## config.mk

```make
export PLATFORM = sky130hd
export DESIGN_NAME = two_level_priority_interrupt_control_flat
export DESIGN_NICKNAME = d
export VERILOG_FILES = /design/src/tlpic_pkg.sv /design/src/tlpic_req_if.sv /design/src/tlpic_rsp_if.sv /design/src/tlpic_csr_if.sv /design/src/tlpic_eval.sv /design/src/two_level_priority_interrupt_control.sv /design/src/flat_wrapper.sv
export SDC_FILE = /design/constraint.sdc
export NUM_CORES = 1
export LEC_CHECK = 0
export ABC_AREA = 1
export BUFFER_PORTS_ARGS = -buffer_cell sky130_fd_sc_hd__buf_4
export CORE_ASPECT_RATIO = 1.1
export CORE_MARGIN = 2
export CORE_UTILIZATION = 50
export CTS_CLUSTER_DIAMETER = 200
export DETAILED_ROUTE_END_ITERATION = 6
export GPL_ROUTABILITY_DRIVEN = 1
export MAX_ROUTING_LAYER = met4
export PLACE_DENSITY = 0.76
export SETUP_SLACK_MARGIN = 0.05
export SLEW_MARGIN = 0
export SYNTH_ARGS = -nofsm -noshare
export SYNTH_HDL_FRONTEND = slang
export SYNTH_SLANG_ARGS = --single-unit
```

## constraint.sdc

```tcl
create_clock -name clock -period 2.1 [get_ports clock]
set_clock_uncertainty 0.2 [all_clocks]
set_input_delay 0.315 -clock clock [delete_from_list [all_inputs] [get_ports clock]]
set_output_delay 0.315 -clock clock [all_outputs]
set_load 0.02 [all_outputs]
```

## src/tlpic_pkg.sv

```systemverilog
// ----------------------------------------------------------------------------
// tlpic_pkg
// Shared types and constants for the two-level priority interrupt control.
// ----------------------------------------------------------------------------
`default_nettype none

package tlpic_pkg;

   // Control register bit positions
   localparam int unsigned BIT_GIE  = 7;   // GIE / GIEH
   localparam int unsigned BIT_PEIE = 6;   // PEIE / GIEL
   localparam int unsigned BIT_T0IF = 2;   // timer flag

   localparam int unsigned REG_W     = 8;
   localparam int unsigned MODE_W    = 3;
   localparam int unsigned PSTAT_W   = 2;
   localparam int unsigned PSEL_W    = 2;
   localparam int unsigned CSR_IDX_W = 1;
   localparam int unsigned CSR_DAT_W = 2;

   localparam logic [PSEL_W-1:0] PSEL_RESET = 2'b11;

   // Operation codes
   typedef enum logic [MODE_W-1:0] {
      MODE_WRITE  = 3'd0,
      MODE_RETURN = 3'd1,
      MODE_ENTRY  = 3'd2,
      MODE_PERIPH = 3'd3,
      MODE_TIMER  = 3'd4
   } mode_type;

   // Configuration register indexes
   typedef enum logic [CSR_IDX_W-1:0] {
      CSR_PRIORITY_ENABLE = 1'b0,
      CSR_PRIORITY_SELECT = 1'b1
   } csr_index_type;

   typedef struct packed {
      logic [REG_W-1:0] control_bits;
      logic             vector_is_high;
   } state_type;

   typedef struct packed {
      logic              priority_enable;
      logic [PSEL_W-1:0] priority_select;
   } cfg_type;

   typedef struct packed {
      logic [MODE_W-1:0]  mode;
      logic [REG_W-1:0]   write_data;
      logic [PSTAT_W-1:0] peripheral_status;
      logic               high_request;
      logic               in_service;
   } item_type;

   typedef struct packed {
      state_type next_state;
      logic      interrupt_request;
   } eval_type;

endpackage

`default_nettype wire

```

## src/tlpic_req_if.sv

```systemverilog
// ----------------------------------------------------------------------------
// tlpic_req_if
// Operation channel: one item per accepted valid/ready handshake.
// ----------------------------------------------------------------------------
`default_nettype none

interface tlpic_req_if;
   import tlpic_pkg::*;

   logic               valid;
   logic               ready;
   logic [MODE_W-1:0]  mode;
   logic [REG_W-1:0]   write_data;
   logic [PSTAT_W-1:0] peripheral_status;
   logic               high_request;
   logic               in_service;

   modport source (output valid, mode, write_data, peripheral_status, high_request,
                   in_service, input ready);
   modport sink   (input valid, mode, write_data, peripheral_status, high_request,
                   in_service, output ready);
endinterface

`default_nettype wire

```

## src/tlpic_rsp_if.sv

```systemverilog
// ----------------------------------------------------------------------------
// tlpic_rsp_if
// Result channel: register contents, request and vector per item.
// ----------------------------------------------------------------------------
`default_nettype none

interface tlpic_rsp_if;
   import tlpic_pkg::*;

   logic             valid;
   logic             ready;
   logic [REG_W-1:0] register_value;
   logic             interrupt_request;
   logic             vector_high;

   modport source (output valid, register_value, interrupt_request, vector_high,
                   input ready);
   modport sink   (input valid, register_value, interrupt_request, vector_high,
                   output ready);
endinterface

`default_nettype wire

```

## src/tlpic_csr_if.sv

```systemverilog
// ----------------------------------------------------------------------------
// tlpic_csr_if
// Configuration write channel: register index and write data.
// ----------------------------------------------------------------------------
`default_nettype none

interface tlpic_csr_if;
   import tlpic_pkg::*;

   logic                 valid;
   logic                 ready;
   logic [CSR_IDX_W-1:0] index;
   logic [CSR_DAT_W-1:0] data;

   modport source (output valid, index, data, input ready);
   modport sink   (input valid, index, data, output ready);
endinterface

`default_nettype wire

```

## src/tlpic_eval.sv

```systemverilog
// ----------------------------------------------------------------------------
// tlpic_eval
// Applies one operation to the control register and evaluates the pending
// sources against the global and peripheral enables.
// ----------------------------------------------------------------------------
`default_nettype none

module tlpic_eval (
   input  tlpic_pkg::state_type state,
   input  tlpic_pkg::cfg_type   cfg,
   input  tlpic_pkg::item_type  item,
   output tlpic_pkg::eval_type  result
);
   import tlpic_pkg::*;

   typedef struct packed {
      logic req;
      logic vih;
   } check_type;

   // Evaluate sources after the register takes value v
   function automatic check_type write_check(input logic [REG_W-1:0] v,
                                             input logic [PSTAT_W-1:0] pstat,
                                             input logic busy,
                                             input cfg_type c,
                                             input logic vih);
      logic [2:0] active;
      logic [2:0] hmask;
      logic [2:0] lmask;
      check_type  r;
      active = v[5:3] & v[2:0];
      hmask  = {c.priority_select[1], 1'b1, c.priority_select[0]};
      lmask  = {~c.priority_select[1], 1'b0, ~c.priority_select[0]};
      r.req  = 1'b0;
      r.vih  = vih;
      if (c.priority_enable) begin
         if (v[BIT_GIE] && !busy) begin
            if ((|(active & hmask)) || pstat[1]) begin
               r.req = 1'b1;
               r.vih = 1'b1;
            end else if (((|(active & lmask)) || pstat[0]) && v[BIT_PEIE]) begin
               r.req = 1'b1;
               r.vih = 1'b0;
            end
         end
      end else begin
         r.vih = 1'b1;
         r.req = v[BIT_GIE] && !busy && ((|active) || (v[BIT_PEIE] && (|pstat)));
      end
      return r;
   endfunction

   logic             do_write;
   logic [REG_W-1:0] wr_value;
   check_type        chk;
   logic             gate_both;

   assign gate_both = state.control_bits[BIT_GIE] && state.control_bits[BIT_PEIE];

   // Pick the new register value for the writing operations
   always_comb begin
      do_write = 1'b1;
      wr_value = state.control_bits;
      case (item.mode)
         MODE_WRITE: begin
            wr_value = item.write_data;
         end
         MODE_RETURN: begin
            if (cfg.priority_enable && state.control_bits[BIT_GIE]) begin
               wr_value[BIT_PEIE] = 1'b1;
            end else begin
               wr_value[BIT_GIE] = 1'b1;
            end
         end
         MODE_ENTRY: begin
            if (!cfg.priority_enable || state.vector_is_high) begin
               wr_value[BIT_GIE] = 1'b0;
            end else begin
               wr_value[BIT_PEIE] = 1'b0;
            end
         end
         MODE_TIMER: begin
            wr_value[BIT_T0IF] = 1'b1;
         end
         default: begin
            do_write = 1'b0;
         end
      endcase
   end

   assign chk = write_check(wr_value, item.peripheral_status, item.in_service, cfg,
                            state.vector_is_high);

   // Merge the writing path with the peripheral request path
   always_comb begin
      result.next_state        = state;
      result.interrupt_request = 1'b0;
      if (do_write) begin
         result.next_state.control_bits   = wr_value;
         result.next_state.vector_is_high = chk.vih;
         result.interrupt_request         = chk.req;
      end else if (item.mode == MODE_PERIPH && !item.in_service) begin
         if (cfg.priority_enable) begin
            if (item.high_request) begin
               if (state.control_bits[BIT_GIE]) begin
                  result.next_state.vector_is_high = 1'b1;
                  result.interrupt_request         = 1'b1;
               end
            end else if (gate_both) begin
               result.next_state.vector_is_high = 1'b0;
               result.interrupt_request         = 1'b1;
            end
         end else begin
            result.interrupt_request = gate_both;
         end
      end
   end

endmodule

`default_nettype wire

```

## src/two_level_priority_interrupt_control.sv

```systemverilog
// ----------------------------------------------------------------------------
// two_level_priority_interrupt_control
// Interrupt control register with single-level or two-level priority
// gating, vector selection and entry/return enable handling.
// ----------------------------------------------------------------------------
//  channel  | dir | handshake      | payload
//  req_ch   | in  | valid / ready  | mode, write_data, peripheral_status,
//           |     |                | high_request, in_service
//  rsp_ch   | out | valid / ready  | register_value, interrupt_request,
//           |     |                | vector_high
//  csr_ch   | in  | valid / ready  | index (0 priority_enable,
//           |     |                | 1 priority_select), data
//
//  One item per cycle while rsp_ch accepts results; its result shows in the cycle after acceptance.
//  The control state and the result register load in the same cycle from
//  one level of evaluation logic, so consecutive items chain directly.
//  req_ch.ready drops only while a result is held and rsp_ch.ready is low.
//  csr_ch is always ready. Reset clears the register, the vector and
//  priority_enable, and sets priority_select to 3.
// ----------------------------------------------------------------------------
`default_nettype none

module two_level_priority_interrupt_control (
   input wire logic   clock,
   input wire logic   reset,
   tlpic_req_if.sink   req_ch,
   tlpic_rsp_if.source rsp_ch,
   tlpic_csr_if.sink   csr_ch
);
   import tlpic_pkg::*;

   state_type        state_ff;
   cfg_type          cfg_ff;
   cfg_type          cfg_in;
   logic             rsp_valid_ff;
   logic             rsp_valid_in;
   logic [REG_W-1:0] rsp_reg_ff;
   logic             rsp_irq_ff;
   logic             rsp_vec_ff;
   item_type         item;
   eval_type         eval;
   logic             req_fire;
   logic             rsp_fire;

   assign csr_ch.ready = 1'b1;
   assign req_ch.ready = !rsp_valid_ff || rsp_ch.ready;
   assign req_fire     = req_ch.valid && req_ch.ready;
   assign rsp_fire     = rsp_valid_ff && rsp_ch.ready;

   assign item.mode              = req_ch.mode;
   assign item.write_data        = req_ch.write_data;
   assign item.peripheral_status = req_ch.peripheral_status;
   assign item.high_request      = req_ch.high_request;
   assign item.in_service        = req_ch.in_service;

   tlpic_eval u_eval (
      .state  (state_ff),
      .cfg    (cfg_ff),
      .item   (item),
      .result (eval)
   );

   // Decode configuration writes
   always_comb begin
      cfg_in = cfg_ff;
      if (csr_ch.valid) begin
         case (csr_ch.index)
            CSR_PRIORITY_ENABLE: cfg_in.priority_enable = csr_ch.data[0];
            CSR_PRIORITY_SELECT: cfg_in.priority_select = csr_ch.data[PSEL_W-1:0];
            default: cfg_in = cfg_ff;
         endcase
      end
   end

   always_comb begin
      rsp_valid_in = rsp_valid_ff;
      if (req_fire) begin
         rsp_valid_in = 1'b1;
      end else if (rsp_fire) begin
         rsp_valid_in = 1'b0;
      end
   end

   // Control state and configuration
   always_ff @(posedge clock) begin
      if (reset) begin
         state_ff                 <= '0;
         cfg_ff.priority_enable   <= 1'b0;
         cfg_ff.priority_select   <= PSEL_RESET;
         rsp_valid_ff             <= 1'b0;
      end else begin
         cfg_ff       <= cfg_in;
         rsp_valid_ff <= rsp_valid_in;
         if (req_fire) begin
            state_ff <= eval.next_state;
         end
      end
   end

   // Result register, loaded with each accepted item
   always_ff @(posedge clock) begin
      if (req_fire) begin
         rsp_reg_ff <= eval.next_state.control_bits;
         rsp_irq_ff <= eval.interrupt_request;
         rsp_vec_ff <= eval.next_state.vector_is_high;
      end
   end

   assign rsp_ch.valid             = rsp_valid_ff;
   assign rsp_ch.register_value    = rsp_reg_ff;
   assign rsp_ch.interrupt_request = rsp_irq_ff;
   assign rsp_ch.vector_high       = rsp_vec_ff;

   // Every accepted item leaves a result behind
   a_item_gives_result: assert property (@(posedge clock) disable iff (reset)
      req_fire |=> rsp_valid_ff)
      else $error("accepted item produced no result");

   // A held result always reflects the live control state
   a_result_tracks_state: assert property (@(posedge clock) disable iff (reset)
      rsp_valid_ff |-> (rsp_reg_ff == state_ff.control_bits &&
                        rsp_vec_ff == state_ff.vector_is_high))
      else $error("held result differs from control state");

   // A request is only raised with the global enable set
   a_irq_needs_gie: assert property (@(posedge clock) disable iff (reset)
      (rsp_valid_ff && rsp_irq_ff) |-> rsp_reg_ff[BIT_GIE])
      else $error("interrupt raised with GIE clear");

   // A low-vector request needs the peripheral/low enable
   a_low_needs_giel: assert property (@(posedge clock) disable iff (reset)
      (rsp_valid_ff && rsp_irq_ff && !rsp_vec_ff) |-> rsp_reg_ff[BIT_PEIE])
      else $error("low vector request with GIEL clear");

endmodule

`default_nettype wire

```

## src/flat_wrapper.sv

```systemverilog
// flat-port wrapper written by rule: the top's interface ports become plain ports
module two_level_priority_interrupt_control_flat import tlpic_pkg::*;
  (clock, reset, req_ch_valid, req_ch_mode, req_ch_write_data, req_ch_peripheral_status, req_ch_high_request, req_ch_in_service, req_ch_ready, rsp_ch_valid, rsp_ch_register_value, rsp_ch_interrupt_request, rsp_ch_vector_high, rsp_ch_ready, csr_ch_valid, csr_ch_index, csr_ch_data, csr_ch_ready);
  tlpic_req_if req_ch_i ();
  tlpic_rsp_if rsp_ch_i ();
  tlpic_csr_if csr_ch_i ();
  input wire logic clock;
  input wire logic reset;
  input wire logic [$bits(req_ch_i.valid)-1:0] req_ch_valid;
  input wire logic [$bits(req_ch_i.mode)-1:0] req_ch_mode;
  input wire logic [$bits(req_ch_i.write_data)-1:0] req_ch_write_data;
  input wire logic [$bits(req_ch_i.peripheral_status)-1:0] req_ch_peripheral_status;
  input wire logic [$bits(req_ch_i.high_request)-1:0] req_ch_high_request;
  input wire logic [$bits(req_ch_i.in_service)-1:0] req_ch_in_service;
  output wire logic [$bits(req_ch_i.ready)-1:0] req_ch_ready;
  output wire logic [$bits(rsp_ch_i.valid)-1:0] rsp_ch_valid;
  output wire logic [$bits(rsp_ch_i.register_value)-1:0] rsp_ch_register_value;
  output wire logic [$bits(rsp_ch_i.interrupt_request)-1:0] rsp_ch_interrupt_request;
  output wire logic [$bits(rsp_ch_i.vector_high)-1:0] rsp_ch_vector_high;
  input wire logic [$bits(rsp_ch_i.ready)-1:0] rsp_ch_ready;
  input wire logic [$bits(csr_ch_i.valid)-1:0] csr_ch_valid;
  input wire logic [$bits(csr_ch_i.index)-1:0] csr_ch_index;
  input wire logic [$bits(csr_ch_i.data)-1:0] csr_ch_data;
  output wire logic [$bits(csr_ch_i.ready)-1:0] csr_ch_ready;
  assign req_ch_i.valid = req_ch_valid;
  assign req_ch_i.mode = req_ch_mode;
  assign req_ch_i.write_data = req_ch_write_data;
  assign req_ch_i.peripheral_status = req_ch_peripheral_status;
  assign req_ch_i.high_request = req_ch_high_request;
  assign req_ch_i.in_service = req_ch_in_service;
  assign req_ch_ready = req_ch_i.ready;
  assign rsp_ch_valid = rsp_ch_i.valid;
  assign rsp_ch_register_value = rsp_ch_i.register_value;
  assign rsp_ch_interrupt_request = rsp_ch_i.interrupt_request;
  assign rsp_ch_vector_high = rsp_ch_i.vector_high;
  assign rsp_ch_i.ready = rsp_ch_ready;
  assign csr_ch_i.valid = csr_ch_valid;
  assign csr_ch_i.index = csr_ch_index;
  assign csr_ch_i.data = csr_ch_data;
  assign csr_ch_ready = csr_ch_i.ready;
  two_level_priority_interrupt_control u_core (.clock(clock), .reset(reset), .req_ch(req_ch_i), .rsp_ch(rsp_ch_i), .csr_ch(csr_ch_i));
endmodule
```

==> results of run 1 <==
==> cell families after synthesis <==
logic type | count (synthesis) | share of synthesized area
other | 1 | 0.00303
flip-flops | 23 | 0.453
AND/OR/NAND/NOR | 82 | 0.324
AO/OA/AOI/OAI | 25 | 0.113
buffers and inverters | 34 | 0.107
==> layout make-up <==
| class | count | area, µm² |
|---|---|---|
| sequential | 23 | 561 |
| multi-input combinational | 108 | 546 |
| inverter | 31 | 116 |
| fill | 216 | 747 |
| tap | 30 | 37.5 |
| clock inverter | 1 | 5.00 |
| clock buffer | 3 | 22.5 |
| timing repair buffer | 35 | 263 |
==> metal layers <==
metal,vias to the layer above,track usage,part of all wire
li1,598,-,-
met1,518,0.234,0.39
met2,42,0.363,0.53
met3,6,0.0269,0.051
met4,0,0.147,0.030
met5,-,-,0
==> worst reg2reg max path, cell delays in order, from the launching register on <==
cell and delay [ps]:
dfxtp_1 500, nand2_1 120, nand2_1 70, nand2_1 40, nand2_1 110, nand3b_4 90
nor2_2 100, nand2_2 80, nand2_2 60, nand2_2 50, o21bai_2 140, inv_1 50
==> power breakdown <==
part	internal (mW)	leakage (nW)	total, mW	switching, mW
clock	0.0714	0.0177	0.206	0.135
sequential	0.506	0.207	0.524	0.0176
combinational	0.0926	0.601	0.224	0.131
==> placed cells by master (no fill, tap or decap) <==
cell type,netlist,routed
o21ai_0,11,11
nor4_2,1,1
nand2_4,1,1
o211ai_1,2,2
nand4_1,1,1
or2_4,1,1
nor2_1,14,14
inv_1,30,30
edfxtp_1,10,10
conb_1,1,1
a21oi_2,1,1
a21oi_1,10,10
nand2_2,8,8
nor2_2,2,2
nand2_1,35,35
clkbuf_4,0,3
dfxtp_1,13,13
o21bai_2,1,1
buf_4,1,35
inv_2,1,1
clkinv_2,0,1
nand3_1,17,17
nand3b_4,1,1
nor2_4,1,1
==> cells in the mapped netlist <==
| cell type | instances | area (µm²) |
|---|---|---|
| a21oi_1 | 10 | 50.1 |
| a21oi_2 | 1 | 8.76 |
| buf_2 | 1 | 5.00 |
| buf_4 | 1 | 7.51 |
| clkbuf_1 | 1 | 3.75 |
| conb_1 | 1 | 3.75 |
| dfxtp_1 | 13 | 260 |
| edfxtp_1 | 10 | 300 |
| inv_1 | 30 | 113 |
| inv_2 | 1 | 3.75 |
| nand2_1 | 35 | 131 |
| nand2_2 | 8 | 50.1 |
| nand2_4 | 1 | 11.3 |
| nand3_1 | 17 | 85.1 |
| nand3b_4 | 1 | 20.0 |
| nand4_1 | 1 | 6.26 |
| nor2_1 | 14 | 52.6 |
| nor2_2 | 2 | 12.5 |
| nor2_4 | 1 | 11.3 |
| nor4_2 | 1 | 12.5 |
| o211ai_1 | 2 | 15.0 |
| o21ai_0 | 11 | 55.1 |
| o21bai_2 | 1 | 11.3 |
| or2_4 | 1 | 8.76 |
==> flip-flops by register name (all words and copies together), names as in the netlist <==
| name | count |
|---|---|
| u_core.cfg_ff | 3 |
| u_core.rsp_ch.register_value | 8 |
| u_core.rsp_ch.valid | 1 |
| u_core.rsp_ch.interrupt_request | 1 |
| u_core.rsp_ch.vector_high | 1 |
| u_core.state_ff | 9 |
==> worst max-delay path by stage <==
stage | end | slack [ps] | cells after the start | startpoint
3_5_place_dp | u_core.rsp_ch.vector_high | 100 | 11 | req_ch_mode[0]
2_1_floorplan | u_core.rsp_ch.vector_high | 390 | 9 | req_ch_mode[0]
4_1_cts | u_core.rsp_ch.vector_high | 260 | 11 | u_core.cfg_ff[2]
6_report | u_core.rsp_ch.vector_high | 260 | 11 | u_core.cfg_ff[2]
5_1_grt | u_core.rsp_ch.vector_high | 70 | 11 | u_core.cfg_ff[2]
3_3_place_gp | u_core.rsp_ch.vector_high | 150 | 11 | req_ch_mode[0]
==> through the flow <==
stage	util	cells	setup WS [ps]	hold slack, ps
final	0.675	231	264	8.16
after global routing	0.675	231	73.7	17.4
after CTS	0.675	231	262	12.1
after detailed placement	0.663	227	100	326
after global placement	0.663	227	149	303
after floorplan	-	165	390	245
==> impl_metrics.env, run 1 <==
export IMPL_critPathLaunchType="flop"
export IMPL_cts_hold_buffers=0
export IMPL_crit_buf_inv=1
export IMPL_wl_mm=2.71
export IMPL_die_area_um2=2890
export IMPL_core_um2=2300
export IMPL_post_cts_buffers=0
export IMPL_rrSetupSlack_ps=260
export IMPL_start_util=0.539
export IMPL_cts_sinks=23
export IMPL_drc=0
export IMPL_hold_end="u_core.cfg_ff[1]"
export IMPL_antenna_found_initial=0
export IMPL_postLayoutCellArea_um2=1550
export IMPL_status="completed"
export IMPL_hold_class="in2reg"
export IMPL_die_width_um=51.5
export IMPL_slowest_delay_ps=500
export IMPL_synth_cells=165
export IMPL_cpLargestDelayFamily="simple AND/OR/NAND/NOR gates"
export IMPL_port_buffers=34
export IMPL_place_area_um2=1520
export IMPL_critical_path_class="reg2reg"
export IMPL_fin_total_pwr_mw=0.954
export IMPL_arrival_ps=1730
export IMPL_grt_pass1_wl_mm=4.57
export IMPL_cts_root_buffer="clkbuf_4"
export IMPL_ctsLongestPathBuffers=2
export IMPL_avgViaCountPerCell=5.04
export IMPL_drt_initial_drc_count=26
export IMPL_nets=225
export IMPL_cp_max_fo=7
export IMPL_min_delay_start="csr_ch_data[1]"
export IMPL_routedWlPerCell_um=11.7
export IMPL_htree_num_levels=1
export IMPL_cp_slowest_cell="dfxtp_1"
export IMPL_syn_to_final_growth_pct=25.2
export IMPL_syn_num_nets=188
export IMPL_rows=18
export IMPL_rr_worst_depth=11
export IMPL_clkTransAtPathRegs_ps=120
export IMPL_synth_cell_type_count=24
export IMPL_rsz0062_at_grt="no"
export IMPL_yosysSeqAreaShare=0.453
export IMPL_ys_seq_elements=23
export IMPL_drv_slew=0
export IMPL_grt_pass1_vias=1096
export IMPL_setup_violations=0
export IMPL_clock_latency_ps=320
export IMPL_n_antenna_cell=0
export IMPL_crit_path_cell_trace="nand2_1 -> nand2_1 -> nand2_1 -> nand2_1 -> nand3b_4 -> nor2_2 -> nand2_2 -> nand2_2 -> nand2_2 -> o21bai_2 -> inv_1"
export IMPL_grt_max_degree=24
export IMPL_power_density_nw_per_um2=615
export IMPL_synth_warnings=0
export IMPL_cts_resized=0
export IMPL_post_route_period_util=0.874
export IMPL_worstReg2RegStart="u_core.cfg_ff[2]"
export IMPL_cts_buffers=3
export IMPL_critPathCaptureType="flop"
export IMPL_crit_path_frequent_cell="nand2_1"
export IMPL_fin_crit_ps=1840
export IMPL_overflow=0
export IMPL_hold_viol_final=0
export IMPL_maxCapViolCount=0
export IMPL_ant_nets=0
export IMPL_gp_congestion=0.903
export IMPL_detail_route_first_pass_iterations=4
export IMPL_worst_r2r_endpoint="u_core.rsp_ch.vector_high"
export IMPL_cts_tree="done"
export IMPL_dp_hpwl_mm=2.16
export IMPL_grtUsageTotal=0.217
export IMPL_vdd_ir_drop_worst_uv=486
export IMPL_vias=1164
export IMPL_die_h_um=56.2
export IMPL_drive_above_1_share=0.284
export IMPL_avgSynthCellArea_um2=7.51
export IMPL_fmax_mhz=545
export IMPL_ios=36
export IMPL_p_leak_nw=0.826
export IMPL_tns_ps=0
export IMPL_hold_path_cell_count=3
export IMPL_required_ps=1990
export IMPL_syn_area_um2=1240
No activity file was read; power rests on OpenSTA's default activity.
==> inputs of run 2 (changes only) <==
--- a/config.mk
+++ b/config.mk
@@ -12,9 +12,10 @@
 export CORE_UTILIZATION = 50
 export CTS_CLUSTER_DIAMETER = 200
 export DETAILED_ROUTE_END_ITERATION = 6
-export GPL_ROUTABILITY_DRIVEN = 1
+export GPL_ROUTABILITY_DRIVEN = 0
 export MAX_ROUTING_LAYER = met4
 export PLACE_DENSITY = 0.76
+export REMOVE_ABC_BUFFERS = 1
 export SETUP_SLACK_MARGIN = 0.05
 export SLEW_MARGIN = 0
 export SYNTH_ARGS = -nofsm -noshare
==> impl_metrics.env, run 2 (same netlist as run 1, synthesis figures left out) <==
export IMPL_status="completed"
export IMPL_ctsLongestPathBuffers=2
export IMPL_vias=1128
export IMPL_syn_to_final_growth_pct=25.1
export IMPL_drc=0
export IMPL_dp_slack_ps=69.3
export IMPL_htree_num_levels=1
export IMPL_clock_latency_ps=300
export IMPL_cts_root_buffer="clkbuf_4"
export IMPL_rsz0062_at_grt="no"
export IMPL_drv_slew=0
export IMPL_post_cts_buffers=0
export IMPL_avgViaCountPerCell=4.88
export IMPL_start_util=0.539
export IMPL_hold_viol_final=0
export IMPL_n_antenna_cell=0
export IMPL_p_leak_nw=0.823
export IMPL_core_um2=2300
export IMPL_ios=36
export IMPL_hold_class="in2reg"
export IMPL_die_width_um=51.5
export IMPL_cts_hold_buffers=0
export IMPL_power_density_nw_per_um2=609
export IMPL_multi_input_area_um2=546
export IMPL_drt_initial_drc_count=16
export IMPL_detail_route_first_pass_iterations=4
export IMPL_finalNonFillerCells=231
export IMPL_required_ps=1980
export IMPL_nets=225
export IMPL_fin_crit_ps=1870
export IMPL_setup_ws_ps=229
export IMPL_finish_utilization=0.674
export IMPL_rows=18
export IMPL_cts_buffers=3
export IMPL_cts_tree="done"
export IMPL_critPathCaptureType="flop"
export IMPL_postLayoutCellArea_um2=1550
export IMPL_grt_pass1_vias=997
export IMPL_nFillCells=211
export IMPL_antenna_found_initial=0
export IMPL_arrival_ps=1750
export IMPL_port_buffers=34
export IMPL_clkTransAtPathRegs_ps=120
export IMPL_ff_latch_area_um2=561
export IMPL_critPathLaunchType="flop"
export IMPL_wl_mm=2.55
export IMPL_dp_hpwl_mm=2.07
export IMPL_cp_max_fo=7
export IMPL_timing_hold_ws_ps=16.2
export IMPL_ant_nets=0
export IMPL_place_area_um2=1520
export IMPL_fin_total_pwr_mw=0.944
export IMPL_cts_sinks=23
export IMPL_maxCapViolCount=0
export IMPL_dp_cells=227
export IMPL_die_h_um=56.2
export IMPL_drive_above_1_share=0.279
export IMPL_routedWlPerCell_um=11.0
export IMPL_vdd_ir_drop_worst_uv=415
export IMPL_largest_reg_flops=9
export IMPL_regMostFlops="u_core.state_ff"
export IMPL_grt_pass1_wl_mm=4.19
export IMPL_post_route_period_util=0.891
export IMPL_tns_ps=0
export IMPL_layout_common_cells="nand2_1 (35), buf_4 (35), inv_1 (30)"
export IMPL_setup_violations=0
export IMPL_critical_path_class="reg2reg"
export IMPL_die_area_um2=2890
export IMPL_overflow=0
export IMPL_grtUsageTotal=0.195
export IMPL_cts_resized=0
export IMPL_fmax_mhz=534
export IMPL_grt_max_degree=24
[run 2: cell count changes in the layout (fill, tap and decap cells not counted), sizes merged]
cell	previous run	this run
clkbuf	3	4
clkinv	1	0
[run 2: power by group]
part / switching, mW / total (mW) / internal [mW]
sequential: 0.0174 / 0.524 / 0.506
combinational: 0.129 / 0.222 / 0.0926
clock: 0.125 / 0.199 / 0.0741
total: 0.271 / 0.944 / 0.673
[run 2: worst max-delay path, cell delays in order, from the launching register on]
cell and delay [ps]:
dfxtp_1 510, nand2_1 120, nand2_1 70, nand2_1 40
nand2_1 110, nand3b_4 90, nor2_2 110, nand2_2 80
nand2_2 60, nand2_2 40, o21bai_2 150, inv_1 50
[run 2: final timing paths]
check / from / end / slack, ps / cells after the start
max: u_core.cfg_ff[2] / u_core.rsp_ch.vector_high / 230 / 11
min: csr_ch_data[1] / u_core.cfg_ff[1] / 20 / 3
max reg2reg: u_core.cfg_ff[2] / u_core.rsp_ch.vector_high / 230 / 11
min reg2reg: u_core.cfg_ff[0] / u_core.cfg_ff[0] / 320 / 2
[run 2: area by class of cell]
type,instances,share of cell area
Clock buffer,4,0.0170
Inverter,31,0.0751
Multi-Input combinational cell,108,0.352
Sequential cell,23,0.362
Tap cell,30,0.0242
Timing Repair Buffer,35,0.170
[run 2: layer usage]
metal	vias up	track usage	share of wire
met4	0	0.0752	0.025
met5	-	-	0
met3	6	0.0296	0.040
met1	498	0.232	0.42
met2	29	0.326	0.52
li1	595	-	-
